[config.mk]
export PLATFORM = sky130hd
export DESIGN_NAME = sit_front
export DESIGN_NICKNAME = d
export VERILOG_FILES = /design/src/rtl/core/sit_pkg.sv /design/src/rtl/core/sit_front.sv
export SDC_FILE = /design/constraint.sdc
export NUM_CORES = 1
export LEC_CHECK = 0
export ABC_AREA = 1
export BUFFER_PORTS_ARGS = -buffer_cell sky130_fd_sc_hd__buf_2
export CAP_MARGIN = 20
export CORE_UTILIZATION = 40
export DETAILED_ROUTE_END_ITERATION = 6
export PLACE_DENSITY_LB_ADDON = 0.25
export SLEW_MARGIN = 10
export SYNTH_ARGS = -nofsm -noshare
export SYNTH_HDL_FRONTEND = slang
export SYNTH_SLANG_ARGS = --single-unit
export TNS_END_PERCENT = 5
[constraint.sdc]
create_clock -name clk -period 5.8 [get_ports clk]
set_input_delay 0.87 -clock clk [delete_from_list [all_inputs] [get_ports clk]]
set_output_delay 0.87 -clock clk [all_outputs]
set_load 0.05 [all_outputs]
[src/rtl/core/sit_pkg.sv]
// Types and constants shared by the segment intersection test pipeline
package sit_pkg;

  localparam int FIELD_WIDTH = 16;
  localparam int COORD_WIDTH_DEF = 16;
  localparam int NUM_FIELDS = 8;
  localparam int NUM_ORIENT = 4;

  typedef enum logic [1:0] {
    ORIENT_COLLINEAR = 2'd0,
    ORIENT_POS       = 2'd1,
    ORIENT_NEG       = 2'd2
  } orient_t;

  // Load enables of the four pipeline stages
  typedef struct packed {
    logic s1;
    logic s2;
    logic s3;
    logic s4;
  } stage_en_t;

endpackage

[src/rtl/core/sit_front.sv]
// Stage 1: coordinate extraction, cross product differences and bounding box tests
module sit_front #(
  parameter int COORD_WIDTH = sit_pkg::COORD_WIDTH_DEF
) (
  input  logic                                   clk,
  input  sit_pkg::stage_en_t                     en,
  input  logic [sit_pkg::FIELD_WIDTH-1:0]        fld [sit_pkg::NUM_FIELDS],
  output logic signed [COORD_WIDTH:0]            d   [sit_pkg::NUM_ORIENT][4],
  output logic [sit_pkg::NUM_ORIENT-1:0]         box
);

  localparam int DW = COORD_WIDTH + 1;
  localparam int FW = sit_pkg::FIELD_WIDTH;

  logic signed [COORD_WIDTH-1:0] crd [sit_pkg::NUM_FIELDS];

  for (genvar i = 0; i < sit_pkg::NUM_FIELDS; i++) begin : g_coord
    if (COORD_WIDTH <= FW) begin : g_narrow
      assign crd[i] = fld[i][COORD_WIDTH-1:0];
    end else begin : g_wide
      // field bits above the top are zero, so the value is never negative
      assign crd[i] = {{(COORD_WIDTH-FW){1'b0}}, fld[i]};
    end
  end

  function automatic logic signed [DW-1:0] dif(input logic signed [COORD_WIDTH-1:0] a,
                                               input logic signed [COORD_WIDTH-1:0] b);
    dif = DW'(a) - DW'(b);
  endfunction

  // q inside the closed box spanned by p and r
  function automatic logic in_box(input logic signed [COORD_WIDTH-1:0] px,
                                  input logic signed [COORD_WIDTH-1:0] py,
                                  input logic signed [COORD_WIDTH-1:0] qx,
                                  input logic signed [COORD_WIDTH-1:0] qy,
                                  input logic signed [COORD_WIDTH-1:0] rx,
                                  input logic signed [COORD_WIDTH-1:0] ry);
    in_box = ((qx >= px) || (qx >= rx)) && ((qx <= px) || (qx <= rx)) &&
             ((qy >= py) || (qy >= ry)) && ((qy <= py) || (qy <= ry));
  endfunction

  // crd order: a start x/y, a end x/y, b start x/y, b end x/y
  always_ff @(posedge clk) begin
    if (en.s1) begin
      // A0 A1 against B0
      d[0][0] <= dif(crd[3], crd[1]);
      d[0][1] <= dif(crd[4], crd[2]);
      d[0][2] <= dif(crd[2], crd[0]);
      d[0][3] <= dif(crd[5], crd[3]);
      // A0 A1 against B1
      d[1][0] <= dif(crd[3], crd[1]);
      d[1][1] <= dif(crd[6], crd[2]);
      d[1][2] <= dif(crd[2], crd[0]);
      d[1][3] <= dif(crd[7], crd[3]);
      // B0 B1 against A0
      d[2][0] <= dif(crd[7], crd[5]);
      d[2][1] <= dif(crd[0], crd[6]);
      d[2][2] <= dif(crd[6], crd[4]);
      d[2][3] <= dif(crd[1], crd[7]);
      // B0 B1 against A1
      d[3][0] <= dif(crd[7], crd[5]);
      d[3][1] <= dif(crd[2], crd[6]);
      d[3][2] <= dif(crd[6], crd[4]);
      d[3][3] <= dif(crd[3], crd[7]);
      box[0] <= in_box(crd[0], crd[1], crd[4], crd[5], crd[2], crd[3]);
      box[1] <= in_box(crd[0], crd[1], crd[6], crd[7], crd[2], crd[3]);
      box[2] <= in_box(crd[4], crd[5], crd[0], crd[1], crd[6], crd[7]);
      box[3] <= in_box(crd[4], crd[5], crd[2], crd[3], crd[6], crd[7]);
    end
  end

endmodule

Word-level counts from Yosys, hierarchy flattened --
Index checks and enable logic that the tools add are counted.
Word-level totals: register bits after elaboration 208, output and inout bits 276, logic and storage cells 85
Cells by class: add/sub/neg operators 12, order comparisons 32, reductions and logical operators 28
Operators by type and width (count):
- >= comparator 16 bit | 16
- <= comparator 16 bit | 16
- subtractor 16 x 16 -> 17 bit | 12
- logical OR 1 bit | 16
- logical AND 1 bit | 12

Depth between registers and ports, before layout --
Gate-level depths: netlist (run 1).
depth after elaboration 5, depth in mapped cells 17, depth with buffers taken out 16

Worst setup path before layout (run 1) --
No wires, ideal clock.
path type input to register, start input fld[80] (netlist bit), end register d[163] (netlist bit), data pin, library setup time 0.264 ns, arrival time 2.346 ns, data required time 5.536 ns, slack 3.191 ns, stages on the path 9, path buffers 0, path through inv_1 -> ha_1 -> fa_1 -> nand3b_1 -> nand2_1 -> a21boi_1 -> o21ai_0 -> a31oi_1 -> xor2_1
Between the ends: longest elaborated chain between the ends 1
Ends and longest elaborated chain:
- start, declared | line sit_front.sv:7 | input logic [sit_pkg::FIELD_WIDTH-1:0] fld [sit_pkg::NUM_FIELDS],
- subtractor 16 x 16 -> 17 bit | line sit_front.sv:28 | dif = DW'(a) - DW'(b);
- end, declared | line sit_front.sv:8 | output logic signed [COORD_WIDTH:0] d [sit_pkg::NUM_ORIENT][4],
No other way between the ends. A chain may end at the register's enable or synchronous reset.

Worst setup path in the final report (run 1) --
start input fld[15] (netlist bit), end register box[3] (netlist bit), data pin
Between the ends: longest elaborated chain between the ends 4
Ends and longest elaborated chain:
- >= comparator 16 bit | line sit_front.sv:39 | ((qy >= py) || (qy >= ry)) && ((qy <= py) || (qy <= ry));
- logical OR 1 bit | line sit_front.sv:39
- logical AND 1 bit | line sit_front.sv:38 | in_box = ((qx >= px) || (qx >= rx)) && ((qx <= px) || (qx <= rx)) &&
- logical AND 1 bit * | line sit_front.sv:39
- end, declared | line sit_front.sv:9 | output logic [sit_pkg::NUM_ORIENT-1:0] box
Mark *: on every way between the ends. The rest lies on a longest branch, timed or not.

==> results by group, run 1 <==
Drt
  – Met3 routed WL: 3.646 mm
  – Initial DRT Pass Iterations: 5
  – Via count: between 15,000 and 20,000
  – Max Used Layer: met4
  – Post-detailed-route count of antenna-violating nets: 0
  – DRT Wirelength: between 50 and 60 mm
  – Met2 routed WL: between 20 and 30 mm
  – WL/cell: approximately 19 um
  – First DRT Iteration DRCs: between 900 and 1,000
  – Met1 Wirelength: ~24 mm
  – DRC Markers: 0
  – Vias per inst: 5.063

Place
  – Final Wtd Congestion: 0.9877
  – Number of port buffers: just over 400
  – Dpl ws: 2.629 ns
  – Hpwl dp: about 49 mm

Clock tree
  – CTS tree: yes
  – Setup bufs post-CTS: 0
  – CTS root buffer: clkbuf_16
  – H-tree depth: 1
  – Cts bufs inserted: 26
  – Cts hold-fix bufs: 0
  – Deepest clock path buffer count: 3
  – Gates resized, CTS repair: 0
  – CTS sink count: just over 200
  – Clk slew on worst S/H paths: 0.06 ns

Cells and area
  – Layout cells sized above 1: 0.2124
  – Antenna fix cells: 0
  – Reg area: between 0.006 and 0.007 sq mm
  – Fill count: between 4,000 and 5,000
  – Final Net Count: 2,786
  – Multi-input gate area: 0.009588 sq mm
  – Final Core Density: 0.4761
  – Area Overhead vs Synth: 16.62%

Floorplan
  – Num rows: 76
  – Die Y-Extent: approximately 210 um
  – Width of the die: about 210 um
  – Initial Util: 0.4083
  – Die area: around 0.045 sq mm
  – Core Region: 0.04336 sq mm
  – IO Pins: a little over 400

Worst setup path
  – CP max-delay cell: ha_1
  – CP Max Fanout: 10
  – CP required: around 6.1 ns
  – Arr. time, crit path: just under 3 ns
  – Worst path cell trace: buf_2 > inv_1 > ha_1 > inv_2 > nor2_2 > nand2_1 > clkinv_1 > nand4_1 > nand3_1 > nand2_1 > nand2_1 > nand3_1 > nand2_1 > nor2_1
  – CP peak stage delay: ~0.6 ns
  – Cell mode on critical path: nand2_1
  – CP Capture Type: register
  – Crit start category: primary input
  – Setup CP Type: primary input to register

Yosys
  – Syn Nets: 2,441
  – Top cells by count, synth: nand2_1, inv_1, ha_1
  – Sequential area share after synthesis: 0.3494
  – Synth cell types: 49
  – Synth Instances: 2,064
  – Top cells by area, synth: edfxtp_1, ha_1, nand2_1
  – Yosys reg bits: 206
  – Ys flop type: edfxtp_1
  – Number of flops mapped to enable cells by yosys: ~200
  – Synth warn: 0
  – Mapped Area: between 0.015 and 0.02 sq mm
  – Mapped Avg Cell Area: 8.578 sq um
  – Post-synth top area cell: edfxtp_1
  – Top-count cell post-synth: nand2_1
  – Async SR Flop Fraction: 0
  – Yosys top cell area share: 0.3494

Timing
  – Fin crit period: about 2.7 ns
  – Worst slew margin: 0.4217
  – RSZ-0062 raised after global routing: false
  – Setup TNS: 0 ns
  – Final setup margin: ~3.1 ns
  – Setup violators final: 0
  – Period Utilization, post-route: 0.4583
  – Fmax: 0.3762 GHz
  – Endpoints failing hold: 0
  – Pins Over Slew Limit: 0
  – Worst slew pin tran: slightly below 0.9 ns

Power
  – NetSw: ~3 mW
  – Internal power: approximately 3.6 mW
  – Clk pwr share: 0.252
  – Combinational Power Share: 0.432
  – Peak VDD IR: ~190 uV
  – Switching Fraction: 0.4475
  – Seq pwr share: 0.317
  – Power Density: 316.6 mW/mm^2
  – Leakage power: approximately 10 nW

GRT
  – Initial antenna violation count: 0
  – Largest net degree at the start of global routing: 94
  – GR Overflow Total: 0
  – GR Util All Layers: 0.2545
  – First-pass GRT wire length: about 86 mm
  – Vias in the first global route: between 10,000 and 15,000

Min path
  – Hold Path Class: primary input to register

Status
  – Outcome: completed

Flow run
  – Max_cap viols: 0
-- area by class of cell --
cell class / count / share of cell area
Tap cell: 585 / 0.03545
Inverter: 329 / 0.05994
Timing Repair Buffer: 407 / 0.09933
Multi-Input combinational cell: 1439 / 0.4644
Clock inverter: 20 / 0.009393
Sequential cell: 206 / 0.2996
Clock buffer: 28 / 0.03188
-- power by group through the flow --
| stage | clock (mW) | sequential (mW) | combinational (mW) |
|---|---|---|---|
| 2_1_floorplan | 0 | 2.92 | 1.32 |
| 3_3_place_gp | 0 | 2.10 | 2.81 |
| 3_5_place_dp | 0 | 2.10 | 2.81 |
| 4_1_cts | 1.68 | 2.08 | 2.82 |
| 5_1_grt | 1.73 | 2.10 | 3.01 |
| 6_report | 1.64 | 2.07 | 2.82 |
-- layer usage --
metal	global-route usage	vias to the layer above
met1	0.3156	7168
met2	0.4482	520
li1	-	7479
met4	0.08931	0
met5	0	-
met3	0.03634	93
-- state kept, by name, indices dropped and copies added, names as in the netlist --
name  flops
d       202
box       4
-- metrics by stage --
| stage | cell area (sq um) | cells | hold WS (ns) | power, mW |
|---|---|---|---|---|
| after floorplan | 17700 | 2064 | 0.9825 | 4.242 |
| after global placement | 19790 | 2966 | 1.302 | 4.906 |
| after detailed placement | 19790 | 2966 | 1.289 | 4.915 |
| after CTS | 20650 | 3014 | 0.6836 | 6.578 |
| after global routing | 20650 | 3014 | 0.7101 | 6.835 |
| final | 20650 | 3014 | 0.7060 | 6.536 |
-- cell families (layout without fill, tap and decap cells) --
| logic type | after synthesis | in the layout | share of synthesized area |
|---|---|---|---|
| and+or+nand+nor | 666 | 666 | 0.1604 |
| buffers and inverters | 419 | 784 | 0.1090 |
| AOI/OAI and AO/OA | 356 | 356 | 0.1181 |
| adders and majority gates | 244 | 244 | 0.1775 |
| DFF | 206 | 206 | 0.3494 |
| xor gates and xnor gates | 173 | 173 | 0.08558 |
-- final timing paths --
| path | from | end | depth (start not counted) |
|---|---|---|---|
| max | fld[15] | box[3] | 14 |
| min | fld[112] | d[153] | 3 |
-- cells in the final DEF, fill, tap and decap left out, types with 15 or more instances in the layout --
cell type | Yosys | layout
o21ai_0 | 56 | 56
o21ai_2 | 15 | 15
xnor2_1 | 52 | 52
nor3_1 | 17 | 17
o21ai_1 | 15 | 15
a21oi_1 | 175 | 175
o21bai_1 | 16 | 16
ha_1 | 232 | 232
nor2_1 | 128 | 128
clkbuf_16 | 0 | 26
inv_1 | 318 | 318
nand3_1 | 64 | 64
a31oi_1 | 16 | 16
nand2_1 | 400 | 400
edfxtp_1 | 206 | 206
nand4_1 | 15 | 15
xor2_1 | 121 | 121
buf_2 | 0 | 404
-- worst max-delay path: cells and delay by family --
family | cells | cell delay, ns
AND/OR/NAND/NOR | 9 | 0.92
adder cells (fa/ha/maj) | 1 | 0.60
buffers and inverters | 4 | 0.58
No activity file was read; power rests on OpenSTA's default activity.
==> inputs of run 2 (changes only) <==
- clock period: 5.8 -> 2.4 ns (I/O delays scaled with it)
==> run 2 against run 1 <==
Compared with the run above:
- worst hold slack lost 0.47 ns
- die area unchanged
- flip-flop and latch count unchanged
- largest cell class unchanged
- clock-buffer cell count is 3 higher
- critical endpoint is now d[95]
- final area up 4.2%
- first-iteration DRC count decreased by 7.5%
==> results by group, run 2 (synthesis results as in run 1) <==
Floorplan
  – Die area: 0.04511 sq mm (unchanged)
  – Die Y-Extent: 212.4 um (unchanged)
  – IO Pins: 409 (unchanged)
  – Num rows: 76 (unchanged)
  – Width of the die: 212.4 um (unchanged)
  – Core Region: 0.04336 sq mm (unchanged)
  – Initial Util: 0.4083 (unchanged)

Place
  – Number of port buffers: 405 (unchanged)
  – Final Wtd Congestion: 0.9742 (was 0.9877)
  – Placed insts: 3,092 (was 2,966)
  – Hpwl dp: 50.52 mm (was 49.45 mm)

Drt
  – DRC Markers: 0 (unchanged)
  – WL/cell: 18.79 um (was 19.37 um)
  – First DRT Iteration DRCs: 846 (was 915)
  – Post-detailed-route count of antenna-violating nets: 0 (unchanged)
  – Vias per inst: 5.024 (was 5.063)
  – Via count: 15,750 (was 15,260)
  – DRT Wirelength: 58.90 mm (was 58.37 mm)
  – Initial DRT Pass Iterations: 6 (was 5)

Min path
  – Hold Path Class: primary input to register (unchanged)
  – Hold Path Stages: 3 (unchanged)

GRT
  – Vias in the first global route: 15,630 (was 14,940)
  – GR Overflow Total: 0 (unchanged)
  – GR Util All Layers: 0.2565 (was 0.2545)
  – Initial antenna violation count: 0 (unchanged)
  – First-pass GRT wire length: 87.26 mm (was 85.57 mm)
  – Largest net degree at the start of global routing: 86 (was 94)

Clock tree
  – CTS root buffer: clkbuf_16 (unchanged)
  – CTS sink count: 206 (unchanged)
  – Cts bufs inserted: 25 (was 26)
  – Deepest clock path buffer count: 3 (unchanged)
  – Clk slew on worst S/H paths: 0.06 ns (about the same)
  – Cts hold-fix bufs: 0 (unchanged)
  – Gates resized, CTS repair: 0 (unchanged)
  – Setup bufs post-CTS: 0 (unchanged)
  – CTS tree: yes (unchanged)
  – H-tree depth: 1 (unchanged)

Timing
  – Period Utilization, post-route: 0.8255
  – Worst slew margin: 0.6625 (was 0.4217)
  – Setup violators final: 0 (unchanged)
  – Worst slew pin tran: 0.5062 ns (was 0.8674 ns)
  – Fin crit period: between 1.5 and 2 ns
  – Min Hold Slack: 0.2314 ns (was 0.7060 ns)
  – Setup TNS: 0 ns (unchanged)
  – RSZ-0062 raised after global routing: false (unchanged)
  – Endpoints failing hold: 0 (unchanged)
  – Fmax: 0.5047 GHz
  – Pins Over Slew Limit: 0 (unchanged)

Flow run
  – Max_cap viols: 0 (unchanged)

Worst setup path
  – Critical Path End: d[95] (was box[3])
  – Setup CP Type: primary input to register (unchanged)
  – CP required: 2.70 ns (was 6.12 ns)
  – Crit start category: primary input (unchanged)
  – Arr. time, crit path: 2.28 ns (was 2.98 ns)
  – CP Capture Type: register (unchanged)
  – CP Max Fanout: 3 (was 10)
  – Critical path startpoint: fld[16] (was fld[15])

Cells and area
  – Largest reg by FF count: d (unchanged)
  – Most frequent cells in the layout: buf_2, nand2_1, inv_1, ha_1, edfxtp_1 (unchanged)
  – Top flop regs: d: 202 flops, box: 4 flops (unchanged)
  – Final Core Density: 0.4963 (was 0.4761)
  – Most common cell after layout, fill and taps aside: buf_2 (unchanged)
  – Final Net Count: 2,911 (was 2,786)
  – Antenna fix cells: 0 (unchanged)
  – Layout Cells excl Fill: 3,135 (was 3,014)
  – Largest register FFs: 202 (unchanged)
  – Layout cells sized above 1: 0.2494 (was 0.2124)
  – Area Overhead vs Synth: 21.56% (was 16.62%)

Power
  – Peak VDD IR: 437.5 uV (was 188.0 uV)
  – Leakage power: 11.05 nW (was 10.46 nW)
  – Total Power: 15.68 mW (was 6.536 mW)
  – Power Density: 728.7 mW/mm^2 (was 316.6 mW/mm^2)

Status
  – Outcome: completed (unchanged)
-- run 2: changes by cell type in the layout (fill, tap and decap cells not counted) --
cell	delta
clkinv_2	-1
clkinv_1	-3
clkbuf_1	+4
buf_12	+3
clkinvlp_4	-3
bufinv_16	-2
clkbuf_16	-1
clkinv_4	+3
inv_6	-1
buf_4	+123
clkinv_8	-1
-- run 2: layout make-up --
type,count,area [sq um]
clock buffer,31,648.1
clock inverter,12,96.34
fill,4250,21840
inverter,329,1237
multi-input combinational,1439,9588
sequential,206,6186
tap,585,732.0
timing repair buffer,533,3034
-- run 2: per-stage QoR --
step	setup slack (ns)	instance area [sq um]
5_1_grt	0.3085	21520
2_1_floorplan	0.3005	17700
3_3_place_gp	-0.02094	20780
3_5_place_dp	-0.06608	20780
4_1_cts	0.5120	21520
6_report	0.4188	21520
-- run 2: metal layers --
layer	GRT usage	vias to the layer above	share of wire
met5	0	-	0
met4	0.08906	0	0.033
met3	0.02969	86	0.055
met2	0.4559	543	0.49
met1	0.3194	7399	0.43
li1	-	7723	-
-- run 2: worst min path at each step --
stage,end,startpoint,slack [ns]
3_3_place_gp,d[153],fld[112],0.78
5_1_grt,d[51],fld[32],0.23
2_1_floorplan,box[0],en[3],0.47
6_report,d[153],fld[112],0.23
3_5_place_dp,d[153],fld[112],0.79
4_1_cts,d[153],fld[112],0.21
-- run 2: report_power, final --
part           switching (mW)  internal [mW]  total, mW
Combinational            5.22           1.89       7.11
Clock                    1.56           2.02       3.57
Sequential              0.235           4.76       5.00
-- run 2: worst max-delay path, cell delays in order --
cell and delay [ns]:
buf_2 0.11, inv_1 0.07, ha_1 0.23, fa_1 0.39, nand3b_1 0.18, nand2_1 0.19, a21oi_1 0.13, o21ai_0 0.32
nand3_1 0.13, nand2_1 0.10, xor2_1 0.07
==> inputs of run 3 (changes only) <==
- ABC_AREA: 1 -> 0
- clock period: 2.4 -> 1.64 ns (I/O delays scaled with it)
==> run 3 against run 2 <==
Compared with the run above:
- the run now ends with negative setup slack left
- critical path depth increased by 1
- critical path type unchanged
- first-iteration DRC count decreased by 5.4%
- combinational power increased by 70%
- non-clock buffer count increased by 524
- core utilization increased by 14 points
- final area increased by 22%
- synthesized cell count decreased by 16%
- routed wire length increased by 2.7%
==> results by group, run 3 <==
Place
  – Dpl ws: -1.335 ns (was -0.06608 ns)
  – Final Wtd Congestion: 0.9048 (was 0.9742)
  – Number of port buffers: 405 (unchanged)
  – Hpwl dp: 49.38 mm (was 50.52 mm)

Cells and area
  – Largest reg by FF count: d (unchanged)
  – Largest register FFs: 202 (unchanged)
  – Layout cells sized above 1: 0.4879 (was 0.2494)
  – Area Overhead vs Synth: 55.73% (was 21.56%)
  – Most frequent cells in the layout: buf_4, buf_2, edfxtp_1, ha_1, inv_1 (was buf_2, nand2_1, inv_1, ha_1, edfxtp_1)
  – Final Net Count: 3,088 (was 2,911)
  – Final Core Density: 0.6365 (was 0.4963)
  – Top flop regs: d: 202 flops, box: 4 flops (unchanged)
  – Most common cell after layout, fill and taps aside: buf_4 (was buf_2)

Drt
  – WL/cell: 18.56 um (was 18.79 um)
  – Initial DRT Pass Iterations: 5 (was 6)
  – Post-detailed-route count of antenna-violating nets: 0 (unchanged)
  – DRC Markers: 0 (unchanged)
  – DRT Wirelength: 60.49 mm (was 58.90 mm)
  – First DRT Iteration DRCs: 800 (was 846)
  – Via count: 16,540 (was 15,750)
  – Vias per inst: 5.075 (was 5.024)

Worst setup path
  – Arr. time, crit path: 2.32 ns (was 2.28 ns)
  – CP Capture Type: register (unchanged)
  – Crit start category: primary input (unchanged)
  – Setup CP Type: primary input to register (unchanged)
  – CP Max Fanout: 3 (unchanged)
  – CP required: 1.93 ns (was 2.70 ns)

Timing
  – Final setup margin: -0.3953 ns (was 0.4188 ns)
  – Worst slew margin: 0.6161 (was 0.6625)
  – RSZ-0062 raised after global routing: true (was false)
  – Pins Over Slew Limit: 0 (unchanged)
  – Setup violators final: 101 (was 0)
  – Period Utilization, post-route: 1.241
  – Setup TNS: -19.96 ns (was 0 ns)
  – Fin crit period: 2.035 ns
  – Worst slew pin tran: 0.5613 ns (was 0.5062 ns)
  – Endpoints failing hold: 0 (unchanged)
  – Fmax: 0.4913 GHz

Clock tree
  – H-tree depth: 1 (unchanged)
  – Deepest clock path buffer count: 3 (unchanged)
  – CTS sink count: 206 (unchanged)
  – CTS tree: yes (unchanged)
  – Clk slew on worst S/H paths: 0.06 ns (about the same)
  – Cts bufs inserted: 25 (unchanged)
  – CTS root buffer: clkbuf_16 (unchanged)

Power
  – Clk pwr share: 0.211 (was 0.228)
  – Combinational Power Share: 0.492 (was 0.453)
  – Switching Fraction: 0.4212 (was 0.4471)
  – Leakage power: 12.73 nW (was 11.05 nW)
  – NetSw: 10.33 mW (was 7.012 mW)
  – Seq pwr share: 0.297 (was 0.319)
  – Peak VDD IR: 1129 uV (was 437.5 uV)
  – Internal power: 14.20 mW (was 8.672 mW)
  – Total Power: 24.53 mW (was 15.68 mW)
  – Power Density: 935.4 mW/mm^2 (was 728.7 mW/mm^2)

GRT
  – First-pass GRT wire length: 89.91 mm (was 87.26 mm)
  – GR Overflow Total: 0 (unchanged)
  – Vias in the first global route: 16,920 (was 15,630)
  – Largest net degree at the start of global routing: 78 (was 86)
  – Met1 Usage GRT: 0.3101 (was 0.3194)
  – GR Util All Layers: 0.2695 (was 0.2565)
  – GR Util met3: 0.03214 (was 0.02969)
  – GR peak layer: met2 (unchanged)
  – M2 GR Usage: 0.5063 (was 0.4559)
  – Initial antenna violation count: 1 (was 0)

Yosys
  – Yosys top cell area share: 0.3673 (was 0.3494)
  – Yosys reg bits: 206 (unchanged)
  – Number of flops mapped to enable cells by yosys: 206 (unchanged)
  – Top-count cell post-synth: ha_1 (was nand2_1)
  – Mapped Area: 0.01684 sq mm (was 0.01770 sq mm)
  – Top cells by area, synth: edfxtp_1, ha_1, xnor2_1 (was edfxtp_1, ha_1, nand2_1)
  – Synth warn: 0 (unchanged)
  – Sequential area share after synthesis: 0.3673 (was 0.3494)
  – Post-synth top area cell: edfxtp_1 (unchanged)
  – Synth cell types: 67 (was 49)
  – Mapped Avg Cell Area: 9.769 sq um (was 8.578 sq um)
  – Ys flop type: edfxtp_1 (unchanged)
  – Async SR Flop Fraction: 0 (unchanged)
  – Top cells by count, synth: ha_1, edfxtp_1, inv_1 (was nand2_1, inv_1, ha_1)
  – Syn Nets: 2,101 (was 2,441)
  – Synth Instances: 1,724 (was 2,064)

Floorplan
  – Die area: 0.04293 sq mm (was 0.04511 sq mm)
  – Initial Util: 0.4087 (was 0.4083)
  – Width of the die: 207.2 um (was 212.4 um)
  – Num rows: 74 (was 76)
  – Die Y-Extent: 207.2 um (was 212.4 um)
  – IO Pins: 409 (unchanged)
  – Core Region: 0.04120 sq mm (was 0.04336 sq mm)

Status
  – Failing checks: negative setup slack
  – Outcome: finished with violations (was completed)

Min path
  – Hold Path Class: primary input to register (unchanged)

Flow run
  – Max_cap viols: 0 (unchanged)
run 3: cell types whose count changed after synthesis, sizes merged, moves of 54 or more:
cell	delta
xor2	-78
inv	-130
xnor2	+55
nand2	-339
a21o	+54
a21oi	-83
run 3: metrics by stage:
step / instance area [sq um] / instances / hold slack [ns]
global placement: 23820 / 3194 / 0.6637
floorplan: 16990 / 1724 / 0.3585
finish: 26230 / 3259 / 0.08861
CTS: 25450 / 3250 / 0.06301
detailed placement: 23820 / 3194 / 0.6726
global route: 26230 / 3259 / 0.08239
run 3: kinds of logic after synthesis:
logic type	synth area share
AOI/OAI and AO/OA	0.1659
xor gates and xnor gates	0.07801
adders and majority gates	0.1866
buffers and inverters	0.08217
DFF	0.3673
muxes	0.003640
and+or+nand+nor	0.1163
run 3: metal layers:
layer	vias to the layer above	share of wire	wire length, um
met4	0	0.039	2363
met3	122	0.046	2772
li1	8083	-	-
met1	7868	0.40	24280
met5	-	0	0
met2	467	0.51	31070
run 3: layout make-up:
cell class                 count  area [sq um]
fill                        3400         14980
multi-input combinational   1223         10660
timing repair buffer        1057          7189
sequential                   206          6186
inverter                     198         795.8
tap                          532         665.6
clock buffer                  31         648.1
clock inverter                11         82.58
antenna                        1         2.502
run 3: worst paths after layout:
path | startpoint | end | slack (ns) | cells past startpoint
max | fld[81] | d[167] | -0.40 | 12
min | fld[32] | d[51] | 0.09 | 3
run 3: power by group through the flow:
stage	Sequential, mW	Clock [mW]	Combinational, mW
floorplan	10.2	0	4.49
global placement	7.37	0	11.1
finish	7.28	5.19	12.1
CTS	7.30	5.30	11.7
detailed placement	7.38	0	11.2
global route	7.35	5.50	12.7
run 3: worst max-delay path, cell delays in order:
cell and delay, ns:
buf_6 0.08, clkinvlp_4 0.14, fa_2 0.43, nor2b_2 0.14, o31a_1 0.17, o211ai_1 0.15, a21oi_2 0.28, a2111oi_4 0.06
nor3_2 0.18, buf_4 0.16, a41o_1 0.21, nor3_1 0.08
run 3: what timing repair did:
action,4_1_cts,5_1_grt
hold buffers,0,0
setup endpoints to repair,129,122
pin swaps,89,60
hold endpoints to repair,0,0
resized for setup,216,147
setup buffers,14,9
gates cloned,0,0
